--- src/rtl/gnn_pkg.sv ---
`default_nettype none
package gnn_pkg;

  localparam int unsigned MAX_POINTS_DEF = 64;
  localparam int unsigned COORD_W        = 12;
  localparam int unsigned SQ_W           = 24;  // largest square of a 13-bit delta
  localparam int unsigned DIST_W         = 25;
  localparam int unsigned ID_W           = 10;
  localparam int unsigned PIDX_W         = 6;
  localparam int unsigned CMP_W          = 7;
  localparam int unsigned IN_W           = 32;
  localparam int unsigned OUT_W          = 16;

  localparam logic [ID_W-1:0] ID_MAX = 10'd1023;

  typedef enum logic [1:0] {
    OP_LOAD  = 2'd0,
    OP_RUN   = 2'd1,
    OP_CLEAR = 2'd2
  } op_t;

  typedef enum logic [1:0] {
    ST_IDLE,
    ST_FETCH,
    ST_EMIT,
    ST_SCAN
  } gnn_state_t;

  // candidate point entering the distance pipe
  typedef struct packed {
    logic                      vld;
    logic [PIDX_W-1:0]         idx;
    logic signed [COORD_W-1:0] x;
    logic signed [COORD_W-1:0] y;
  } pt_t;

  // candidate point with its squared deltas
  typedef struct packed {
    logic                      vld;
    logic [PIDX_W-1:0]         idx;
    logic signed [COORD_W-1:0] x;
    logic signed [COORD_W-1:0] y;
    logic [SQ_W-1:0]           sqx;
    logic [SQ_W-1:0]           sqy;
  } sq_t;

endpackage
`default_nettype wire

--- src/rtl/gnn_dist.sv ---
`default_nettype none
module gnn_dist
  import gnn_pkg::*;
(
  input  logic                      clk,
  input  logic                      rst_n,
  input  logic signed [COORD_W-1:0] cur_x,
  input  logic signed [COORD_W-1:0] cur_y,
  input  pt_t                       pt_i,
  output sq_t                       sq_o
);

  logic signed [COORD_W:0]     dx;
  logic signed [COORD_W:0]     dy;
  logic signed [2*COORD_W+1:0] px;
  logic signed [2*COORD_W+1:0] py;
  sq_t                         sq_r;

  assign dx = (COORD_W+1)'(pt_i.x) - (COORD_W+1)'(cur_x);
  assign dy = (COORD_W+1)'(pt_i.y) - (COORD_W+1)'(cur_y);
  assign px = dx * dx;
  assign py = dy * dy;

  always_ff @(posedge clk) begin
    if (!rst_n) begin
      sq_r.vld <= 1'b0;
    end else begin
      sq_r.vld <= pt_i.vld;
    end
    sq_r.idx <= pt_i.idx;
    sq_r.x   <= pt_i.x;
    sq_r.y   <= pt_i.y;
    sq_r.sqx <= px[SQ_W-1:0];
    sq_r.sqy <= py[SQ_W-1:0];
  end

  assign sq_o = sq_r;

endmodule
`default_nettype wire

--- src/rtl/greedy_nearest_neighbor_order.sv ---
`default_nettype none
// Greedy nearest-neighbor ordering. Load words store 2-D points in order into
// a point memory; a run word starting at a loaded point emits every loaded point
// once, each next one being the untaken point nearest to the previous by squared
// distance (ties to the lowest load index), tagged with a running order ID that
// saturates at 1023 and is reset by a clear word. A run empties the set; a run
// whose start index is not below the point count does nothing. A run's length
// is set by the single read port of the point memory, which is swept once, one
// entry a cycle, for every point after the first. No input is taken during a run.
module greedy_nearest_neighbor_order
  import gnn_pkg::*;
#(
  parameter int unsigned MAX_POINTS = MAX_POINTS_DEF
) (
  input  logic             clk,
  input  logic             rst_n,
  input  logic             in_tvalid,
  output logic             in_tready,
  input  logic [IN_W-1:0]  in_tdata,   // op[1:0], x[13:2], y[25:14], start_index[31:26]
  output logic             out_tvalid,
  input  logic             out_tready,
  output logic [OUT_W-1:0] out_tdata,  // point_index[5:0], order_id[15:6]
  output logic             out_tlast
);

  localparam int unsigned IDX_W = (MAX_POINTS > 1) ? $clog2(MAX_POINTS) : 1;
  localparam int unsigned CNT_W = $clog2(MAX_POINTS + 1);

  gnn_state_t state_r, state_nxt;

  op_t                       in_op;
  logic signed [COORD_W-1:0] in_x;
  logic signed [COORD_W-1:0] in_y;
  logic [PIDX_W-1:0]         in_start;
  logic                      in_acc;
  logic                      start_ok;
  logic                      out_free;

  logic run_go, load_we, clr_id, emit_go, issue, scan_done;
  logic [IDX_W-1:0] rd_addr;

  logic [2*COORD_W-1:0] mem [MAX_POINTS];
  logic [2*COORD_W-1:0] rd_data_r;
  logic                 rd_vld_r;
  logic [IDX_W-1:0]     rd_idx_r;
  logic [CNT_W-1:0]     rd_cnt_r;

  logic [CNT_W-1:0]      count_r;
  logic [CNT_W-1:0]      remain_r;
  logic [ID_W-1:0]       next_id_r;
  logic [MAX_POINTS-1:0] taken_r;

  logic signed [COORD_W-1:0] cur_x_r, cur_y_r;
  logic signed [COORD_W-1:0] pick_x_r, pick_y_r;
  logic [IDX_W-1:0]          pick_idx_r;

  logic                      best_vld_r;
  logic [DIST_W-1:0]         best_dist_r;
  logic [IDX_W-1:0]          best_idx_r;
  logic signed [COORD_W-1:0] best_x_r, best_y_r;

  logic              out_vld_r;
  logic [PIDX_W-1:0] out_pidx_r;
  logic [ID_W-1:0]   out_id_r;
  logic              out_last_r;

  pt_t               pt;
  sq_t               sq;
  logic [DIST_W-1:0] cand_dist;
  logic              better;

  assign in_op    = op_t'(in_tdata[1:0]);
  assign in_x     = in_tdata[13:2];
  assign in_y     = in_tdata[25:14];
  assign in_start = in_tdata[31:26];
  assign in_tready = (state_r == ST_IDLE);
  assign in_acc   = in_tvalid && in_tready;
  assign start_ok = CMP_W'(in_start) < CMP_W'(count_r);
  assign out_free = !out_vld_r || out_tready;

  always_comb begin
    state_nxt = state_r;
    unique case (state_r)
      ST_IDLE: begin
        if (in_acc && (in_op == OP_RUN) && start_ok) begin
          state_nxt = ST_FETCH;
        end
      end
      ST_FETCH: begin
        state_nxt = ST_EMIT;
      end
      ST_EMIT: begin
        if (out_free) begin
          state_nxt = (remain_r == '0) ? ST_IDLE : ST_SCAN;
        end
      end
      ST_SCAN: begin
        if (scan_done) begin
          state_nxt = ST_EMIT;
        end
      end
      default: state_nxt = ST_IDLE;
    endcase
  end

  always_comb begin
    run_go    = 1'b0;
    load_we   = 1'b0;
    clr_id    = 1'b0;
    emit_go   = 1'b0;
    issue     = 1'b0;
    scan_done = 1'b0;
    rd_addr   = rd_cnt_r[IDX_W-1:0];
    unique case (state_r)
      ST_IDLE: begin
        rd_addr = in_start[IDX_W-1:0];
        if (in_acc) begin
          case (in_op)
            OP_LOAD:  load_we = (count_r != CNT_W'(MAX_POINTS));
            OP_RUN:   run_go  = start_ok;
            OP_CLEAR: clr_id  = 1'b1;
            default: ;
          endcase
        end
      end
      ST_FETCH: ;
      ST_EMIT: begin
        emit_go = out_free;
      end
      ST_SCAN: begin
        issue     = (rd_cnt_r != count_r);
        scan_done = !issue && !rd_vld_r && !sq.vld;
      end
      default: ;
    endcase
  end

  always_ff @(posedge clk) begin
    if (!rst_n) begin
      state_r <= ST_IDLE;
    end else begin
      state_r <= state_nxt;
    end
  end

  // point memory: write on load, one registered read a cycle
  always_ff @(posedge clk) begin
    if (load_we) begin
      mem[count_r[IDX_W-1:0]] <= {in_y, in_x};
    end
    rd_data_r <= mem[rd_addr];
    rd_idx_r  <= rd_cnt_r[IDX_W-1:0];
  end

  always_ff @(posedge clk) begin
    if (!rst_n) begin
      rd_vld_r <= 1'b0;
      rd_cnt_r <= '0;
    end else begin
      rd_vld_r <= issue;
      if (emit_go) begin
        rd_cnt_r <= '0;
      end else if (issue) begin
        rd_cnt_r <= rd_cnt_r + 1'b1;
      end
    end
  end

  // drop taken points before the distance pipe
  always_comb begin
    pt.vld = rd_vld_r && !taken_r[rd_idx_r];
    pt.idx = PIDX_W'(rd_idx_r);
    pt.x   = rd_data_r[COORD_W-1:0];
    pt.y   = rd_data_r[2*COORD_W-1:COORD_W];
  end

  gnn_dist u_dist (
    .clk   (clk),
    .rst_n (rst_n),
    .cur_x (cur_x_r),
    .cur_y (cur_y_r),
    .pt_i  (pt),
    .sq_o  (sq)
  );

  assign cand_dist = DIST_W'(sq.sqx) + DIST_W'(sq.sqy);
  assign better    = sq.vld && (!best_vld_r || (cand_dist < best_dist_r));

  always_ff @(posedge clk) begin
    if (!rst_n) begin
      best_vld_r <= 1'b0;
    end else if (emit_go) begin
      best_vld_r <= 1'b0;
    end else if (better) begin
      best_vld_r <= 1'b1;
    end
  end

  always_ff @(posedge clk) begin
    if (better) begin
      best_dist_r <= cand_dist;
      best_idx_r  <= sq.idx[IDX_W-1:0];
      best_x_r    <= sq.x;
      best_y_r    <= sq.y;
    end
  end

  always_ff @(posedge clk) begin
    if (run_go) begin
      pick_idx_r <= in_start[IDX_W-1:0];
    end else if (state_r == ST_FETCH) begin
      pick_x_r <= rd_data_r[COORD_W-1:0];
      pick_y_r <= rd_data_r[2*COORD_W-1:COORD_W];
    end else if (scan_done) begin
      pick_idx_r <= best_idx_r;
      pick_x_r   <= best_x_r;
      pick_y_r   <= best_y_r;
    end
  end

  always_ff @(posedge clk) begin
    if (!rst_n) begin
      count_r   <= '0;
      remain_r  <= '0;
      next_id_r <= '0;
      taken_r   <= '0;
      cur_x_r   <= '0;
      cur_y_r   <= '0;
    end else begin
      if (load_we) begin
        count_r <= count_r + 1'b1;
      end
      if (clr_id) begin
        next_id_r <= '0;
      end
      if (run_go) begin
        remain_r <= count_r - 1'b1;
        taken_r  <= '0;
      end
      if (emit_go) begin
        cur_x_r <= pick_x_r;
        cur_y_r <= pick_y_r;
        if (next_id_r != ID_MAX) begin
          next_id_r <= next_id_r + 1'b1;
        end
        if (remain_r == '0) begin
          // run over: empty the set
          count_r <= '0;
          taken_r <= '0;
        end else begin
          remain_r            <= remain_r - 1'b1;
          taken_r[pick_idx_r] <= 1'b1;
        end
      end
    end
  end

  // output word register
  always_ff @(posedge clk) begin
    if (!rst_n) begin
      out_vld_r <= 1'b0;
    end else if (emit_go) begin
      out_vld_r <= 1'b1;
    end else if (out_tready) begin
      out_vld_r <= 1'b0;
    end
  end

  always_ff @(posedge clk) begin
    if (emit_go) begin
      out_pidx_r <= PIDX_W'(pick_idx_r);
      out_id_r   <= next_id_r;
      out_last_r <= (remain_r == '0);
    end
  end

  assign out_tvalid = out_vld_r;
  assign out_tdata  = {out_id_r, out_pidx_r};
  assign out_tlast  = out_last_r;

endmodule
`default_nettype wire

--- config.mk ---
export PLATFORM = sky130hd
export DESIGN_NAME = greedy_nearest_neighbor_order
export DESIGN_NICKNAME = d
export VERILOG_FILES = /design/src/rtl/gnn_pkg.sv /design/src/rtl/gnn_dist.sv /design/src/rtl/greedy_nearest_neighbor_order.sv
export SDC_FILE = /design/constraint.sdc
export NUM_CORES = 2
export LEC_CHECK = 0
export ABC_CLOCK_PERIOD_IN_PS = 9350
export BUFFER_PORTS_ARGS = -buffer_cell sky130_fd_sc_hd__buf_2
export CAP_MARGIN = 25
export CORE_ASPECT_RATIO = 0.5
export CORE_MARGIN = 10
export CORE_UTILIZATION = 30
export DETAILED_ROUTE_END_ITERATION = 16
export SLEW_MARGIN = 10
export SYNTH_ARGS = -nofsm -noshare
export SYNTH_HDL_FRONTEND = slang
export SYNTH_SLANG_ARGS = --single-unit
export TNS_END_PERCENT = 5
--- constraint.sdc ---
create_clock -name clk -period 9.35 [get_ports clk]
set_input_delay 0.935 -clock clk [delete_from_list [all_inputs] [get_ports clk]]
set_output_delay 0.935 -clock clk [all_outputs]
set_load 0.02 [all_outputs]
Word level (Yosys, flattened, before mapping). Memory sizes are Yosys's and may differ from the RTL's. A register that Yosys moved wholly into a read port is not among the register bits. Index checks and enable logic that the tools add are counted.

Bitwise operators: 3. Order comparisons: 5. Add/subtract/negate cells: 8. Eq/ne operators: 12. Muxes and demuxes: 46. Multipliers: 2. Reduce and logical (&&, ||, !) cells: 26.

Operators with widths (count): 64-bit 2-to-1 mux (4); 64-bit bitwise OR (1); 13-bit by 13-bit multiplier with 24-bit output (2); 12-bit 2-to-1 mux (4); 7-bit 2-to-1 mux (6); 10-bit 2-to-1 mux (3); 12-bit by 12-bit subtractor with 13-bit output (2); 24-bit by 24-bit adder with 25-bit output (1); 25-bit less-than comparator (1); 6-bit 2-to-1 mux (4); 1-bit 2-to-1 mux (18); 7-bit by 1-bit adder with 7-bit output (second input constant) (2); 6-bit by 7-bit less-than comparator with 1-bit output (second input constant) (2); 7-bit by 1-bit subtractor with 7-bit output (second input constant) (2); 10-bit by 1-bit adder with 10-bit output (second input constant) (1); 10-bit != test (second input constant) (1); 1-bit logical AND (8); 2-bit 2-to-1 mux (4); 2-bit one-hot mux with 4 select lines (1); 7-bit logical NOT (1); 6-bit by 7-bit less-than comparator with 1-bit output (1); 7-bit != test (1); 7-bit != test (second input constant) (1); 1-bit binary-select mux with 6-bit select (1); other kinds (14) (30).

Input port bits: 36. RAM bits: 1536. Flip-flop bits (word level): 311. Output and inout port bits: 19. Memories kept: 1.

Memories: mem (words 64, width 24, read ports 1, clocked after memory_dff 1, wr ports 1, RTL line greedy_nearest_neighbor_order.sv:42) `logic [2*COORD_W-1:0] mem [MAX_POINTS];`.

Longest topological paths before layout.
Depth after elaboration: 9. Mapped depth: 31. Mapped depth without buffers: 31.

Cells and area by module. From an unflattened synthesis, not the netlist that was laid out.

Cells, all modules: 5713. Area, all modules: 83372.5 µm².

Modules (own cells, without submodules): greedy_nearest_neighbor_order (instances 1, area each 70053.4 µm², cells an instance 4321); gnn_dist (instances 1, area each 13319.0 µm², cells an instance 1392).

Worst setup path before layout. OpenSTA, ideal clock, no wires.

Path kind: register to register. Start point: register cur_x_r[1]. End point: register u_dist.sq_r (netlist bit u_dist.sq_o[47]). Slack: 1817 ps. Cell stages (with the launch flop): 30. Buffers on the path: 0. Clock period less this slack: 7533 ps. Data required time: 9221 ps. Setup time: 129 ps. Arrival: 7403 ps. Cell sequence: dfxtp_1 inv_1 ha_1 nor2b_1 o21a_1 o21ai_0 a21oi_1 a311oi_1 xor2_1 inv_1 nand2_1 inv_1 ha_1 xor2_1 fa_1 inv_1 fa_1 fa_1 fa_1 inv_1 fa_1 inv_1 ha_1 or4_1 o22ai_1 o22ai_1 o41a_1 a41o_1 o41ai_1 xnor2_1.

Longest elaborated chain between the ends: 2.

RTL lines: from (decl) (RTL line greedy_nearest_neighbor_order.sv:53) `logic signed [COORD_W-1:0] cur_x_r, cur_y_r;`; from (signal assigned) (RTL line greedy_nearest_neighbor_order.sv:241) `cur_x_r <= pick_x_r;`; 12-bit by 12-bit subtractor with 13-bit output (RTL line gnn_dist.sv:19) `assign dx = (COORD_W+1)'(pt_i.x) - (COORD_W+1)'(cur_x);`; 13-bit by 13-bit multiplier with 24-bit output (RTL line gnn_dist.sv:21) `assign px = dx * dx;`; via u_dist.px[23] (RTL line gnn_dist.sv:15) `logic signed [2*COORD_W+1:0] px;`; to (decl) (RTL line gnn_dist.sv:17) `sq_t sq_r;`.

The timed path passes the listed nets, and every way through them passes these cells. A chain may end at the register's enable or synchronous reset.

Final worst setup path.
Start point: register rd_data_r[0], read port of mem. End point: register u_dist.sq_r (netlist bit u_dist.sq_o[47]).

Longest elaborated chain between the ends: 2.

RTL lines: from (decl) (RTL line greedy_nearest_neighbor_order.sv:43) `logic [2*COORD_W-1:0] rd_data_r;`; 12-bit by 12-bit subtractor with 13-bit output (RTL line gnn_dist.sv:19); 13-bit by 13-bit multiplier with 24-bit output (RTL line gnn_dist.sv:21); via u_dist.px[23] (RTL line gnn_dist.sv:15).

The timed path passes the listed nets, and every way through them passes these cells.

==> results.yml <==
yosys:
  synth_flop_cell: "sky130_fd_sc_hd__edfxtp_1"
  synth_largest_type_area_fraction_pct: 59.07
  ys_seq_area_share_pct: 64.62
  ranking_of_synthesized_cells_by_area: "sky130_fd_sc_hd__edfxtp_1, sky130_fd_sc_hd__mux4_2, sky130_fd_sc_hd__fa_1"
  synth_cells: 5096
  synth_top_cell_by_area: "sky130_fd_sc_hd__edfxtp_1"
  syn-mean-instance-area_um2: 16.34
  synth-edff-count: 1638
  synthesis.area_um2: 83270
  yosysWarningCount: 0
  async_flop_share_pct: 0
  yosys_register_bits: 1869
  count_of_distinct_cell_types_in_the_synthesized_netlist: 76
setup_path:
  timing.critical_path.slowest_cell_delay_ns: 0.61
  cp.buffers_inverters: 5
  cell_mode_on_critical_path: "sky130_fd_sc_hd__fa_1"
  worst-endpoint-arrival_ns: 8.95
  critical_path.max_fanout: 9
  cp-end-kind: "flip-flop"
  cp-start-kind: "flip-flop"
  path_delay_family: "adder cells"
  crit_slowest_cell: "sky130_fd_sc_hd__xnor2_1"
  critical_path_class: "reg -> reg"
  cp.required_ns: 10.02
sta:
  report.final.slew_viol_count: 0
  final_critical_path_setup_slack_ns: 1.074
  worst_slew_margin_rel_pct: 24.75
  grt_setup_unrepaired: "no"
  period_minus_slack_ns: 8.276
  clock_skews_ns: 0.07308
  post_route_setup_tns_ns: 0
  clock.fmax_ghz: 0.1208
  worst_pin_slew_ns: 1.122
  finalCritPeriodShare_pct: 88.51
  finalHoldViolCount: 0
  report.final.setup_viol: 0
detailed_routing:
  drt_pass1_iterations: 5
  postRouteAntennaNets: 0
  via_per_inst: 4.873
  num_vias: 44160
  finalWirelength_mm: 199.9
  drc: 0
  routedWlPerCell_um: 22.06
  drt_first_iter_violations: 3898
status:
  run_status: "complete, no violations"
finish:
  num-nets-final: 5768
  layout.area.seq_um2: 53810
  multi_input_comb_area_um2: 27170
  mostFrequentLayoutCell: "sky130_fd_sc_hd__edfxtp_1"
  most_used_cells_in_the_layout_excluding_fill_and_tap_cells: "sky130_fd_sc_hd__edfxtp_1, sky130_fd_sc_hd__mux4_2, sky130_fd_sc_hd__inv_1, sky130_fd_sc_hd__nand2_1, sky130_fd_sc_hd__fa_1"
  syn_to_final_growth_pct: 13.36
  count_of_placed_standard_cells_in_the_final_layout_fillers_left_out: 9063
  fillerInstances: 26100
  drive_above_1_share_pct: 18.26
die:
  floorplan.die_area_um2: 300300
  rows: 136
  initial_standard_cell_utilization_of_the_core_pct: 30.23
  floorplan.die.width_um: 765.1
  die_y_um: 392.5
  coreArea_um2: 275500
  ioPinCount: 55
clocking:
  tritoncts: "yes"
  cts_buffer_depth: 3
  cts.root.buffer_cell: "sky130_fd_sc_hd__clkbuf_16"
  clk_transition_reported_paths_ns: 0.06
  tritoncts.num_buffers: 178
  cts_hold_fix_bufs: 0
  cts-resized-gates: 0
  cts.sink_count: 1869
  clkLatencyLatePin_ns: 0.84
  cts_max_level: 4
  cts_post_setup_buffers_inserted: 0
placement:
  dp.final_hpwl_mm: 117.6
  port_buffers: 54
  placedCellCount: 8724
  preCtsSetupSlack_ns: 1.124
  globalplace.congestion: 0.8109
global_routing:
  grt_max_degree: 103
  grt_pass1_wl_mm: 299.9
  antenna_found_initial: 4
  overall_global_routing_usage_pct: 13.13
  gr-total-overflow: 0
  grt_pass1_vias: 45330
flow_run:
  cap_viol_max_count: 0
hold_path:
  hold_path.class: "reg -> reg"
[synth_stat cells, drive strengths merged, types with 109 or more instances]
master     n
inv      402
a21oi    122
mux4     404
edfxtp  1638
clkbuf   136
ha       213
and2     109
fa       265
dfxtp    231
a211oi   132
nand2    380
nor2     309
[state kept, by name (all words and copies together), names as in the netlist, 2 cells and up]
name         cells
mem           1536
u_dist.sq_o     77
taken_r         64
best_dist_r     25
rd_data_r       24
best_x_r        12
best_y_r        12
cur_x_r         12
cur_y_r         12
pick_x_r        12
pick_y_r        12
next_id_r       10
out_id_r        10
count_r          7
rd_cnt_r         7
remain_r         7
best_idx_r       6
out_pidx_r       6
pick_idx_r       6
rd_idx_r         6
state_r          2
[worst paths after layout]
path / start / endpoint / slack (ns) / cells past startpoint
worst max-delay path: rd_data_r[0] / u_dist.sq_o[47] / 1.07 / 28
worst min-delay path: rd_data_r[10] / u_dist.sq_o[70] / 0.35 / 0
worst min register to register: rd_data_r[10] / u_dist.sq_o[70] / 0.35 / 0
worst max register to register: rd_data_r[0] / u_dist.sq_o[47] / 1.07 / 28
[layout make-up]
type                       instances  area share, %
sequential                      1869          57.00
clock buffer                     232          5.068
clock inverter                    99          1.059
antenna                            1       0.002651
tap                             3657          4.847
inverter                         408          1.622
multi-input combinational       2588          28.78
timing repair buffer             209          1.614
[through the flow]
| stage | instance area (um^2) | util (%) | hold WS (ns) |
|---|---|---|---|
| after global placement | 88570 | 32.15 | 0.3559 |
| after CTS | 94350 | 34.25 | 0.3452 |
| final | 94400 | 34.27 | 0.3531 |
| after global routing | 94400 | 34.27 | 0.3580 |
| after detailed placement | 88570 | 32.15 | 0.3669 |
| after floorplan | 83280 | - | 0.3258 |
[kinds of logic (layout without fill, tap and decap cells)]
family	Yosys count	after routing	synth area share, %
mux	446	446	11.49
flops	1869	1869	64.62
fa+ha+maj	478	478	9.571
other cells	1	3	0.004503
simple gates	967	967	5.187
compound gates	570	570	4.713
buf+inv	640	948	3.095
xor+xnor	125	125	1.315
[metal layers]
| layer | GRT usage [%] | share of wire (%) | wire (um) | up-vias |
|---|---|---|---|---|
| met5 | 0 | 0 | 0 | - |
| met4 | 3.436 | 2.4 | 4889 | 0 |
| met3 | 2.249 | 5.6 | 11290 | 264 |
| met2 | 22.21 | 49 | 97440 | 1279 |
| met1 | 17.51 | 43 | 86340 | 23090 |
| li1 | - | - | - | 19530 |
Power is not shown: default switching activity piles up to over one toggle a cycle in this logic, so the estimate is an artifact.
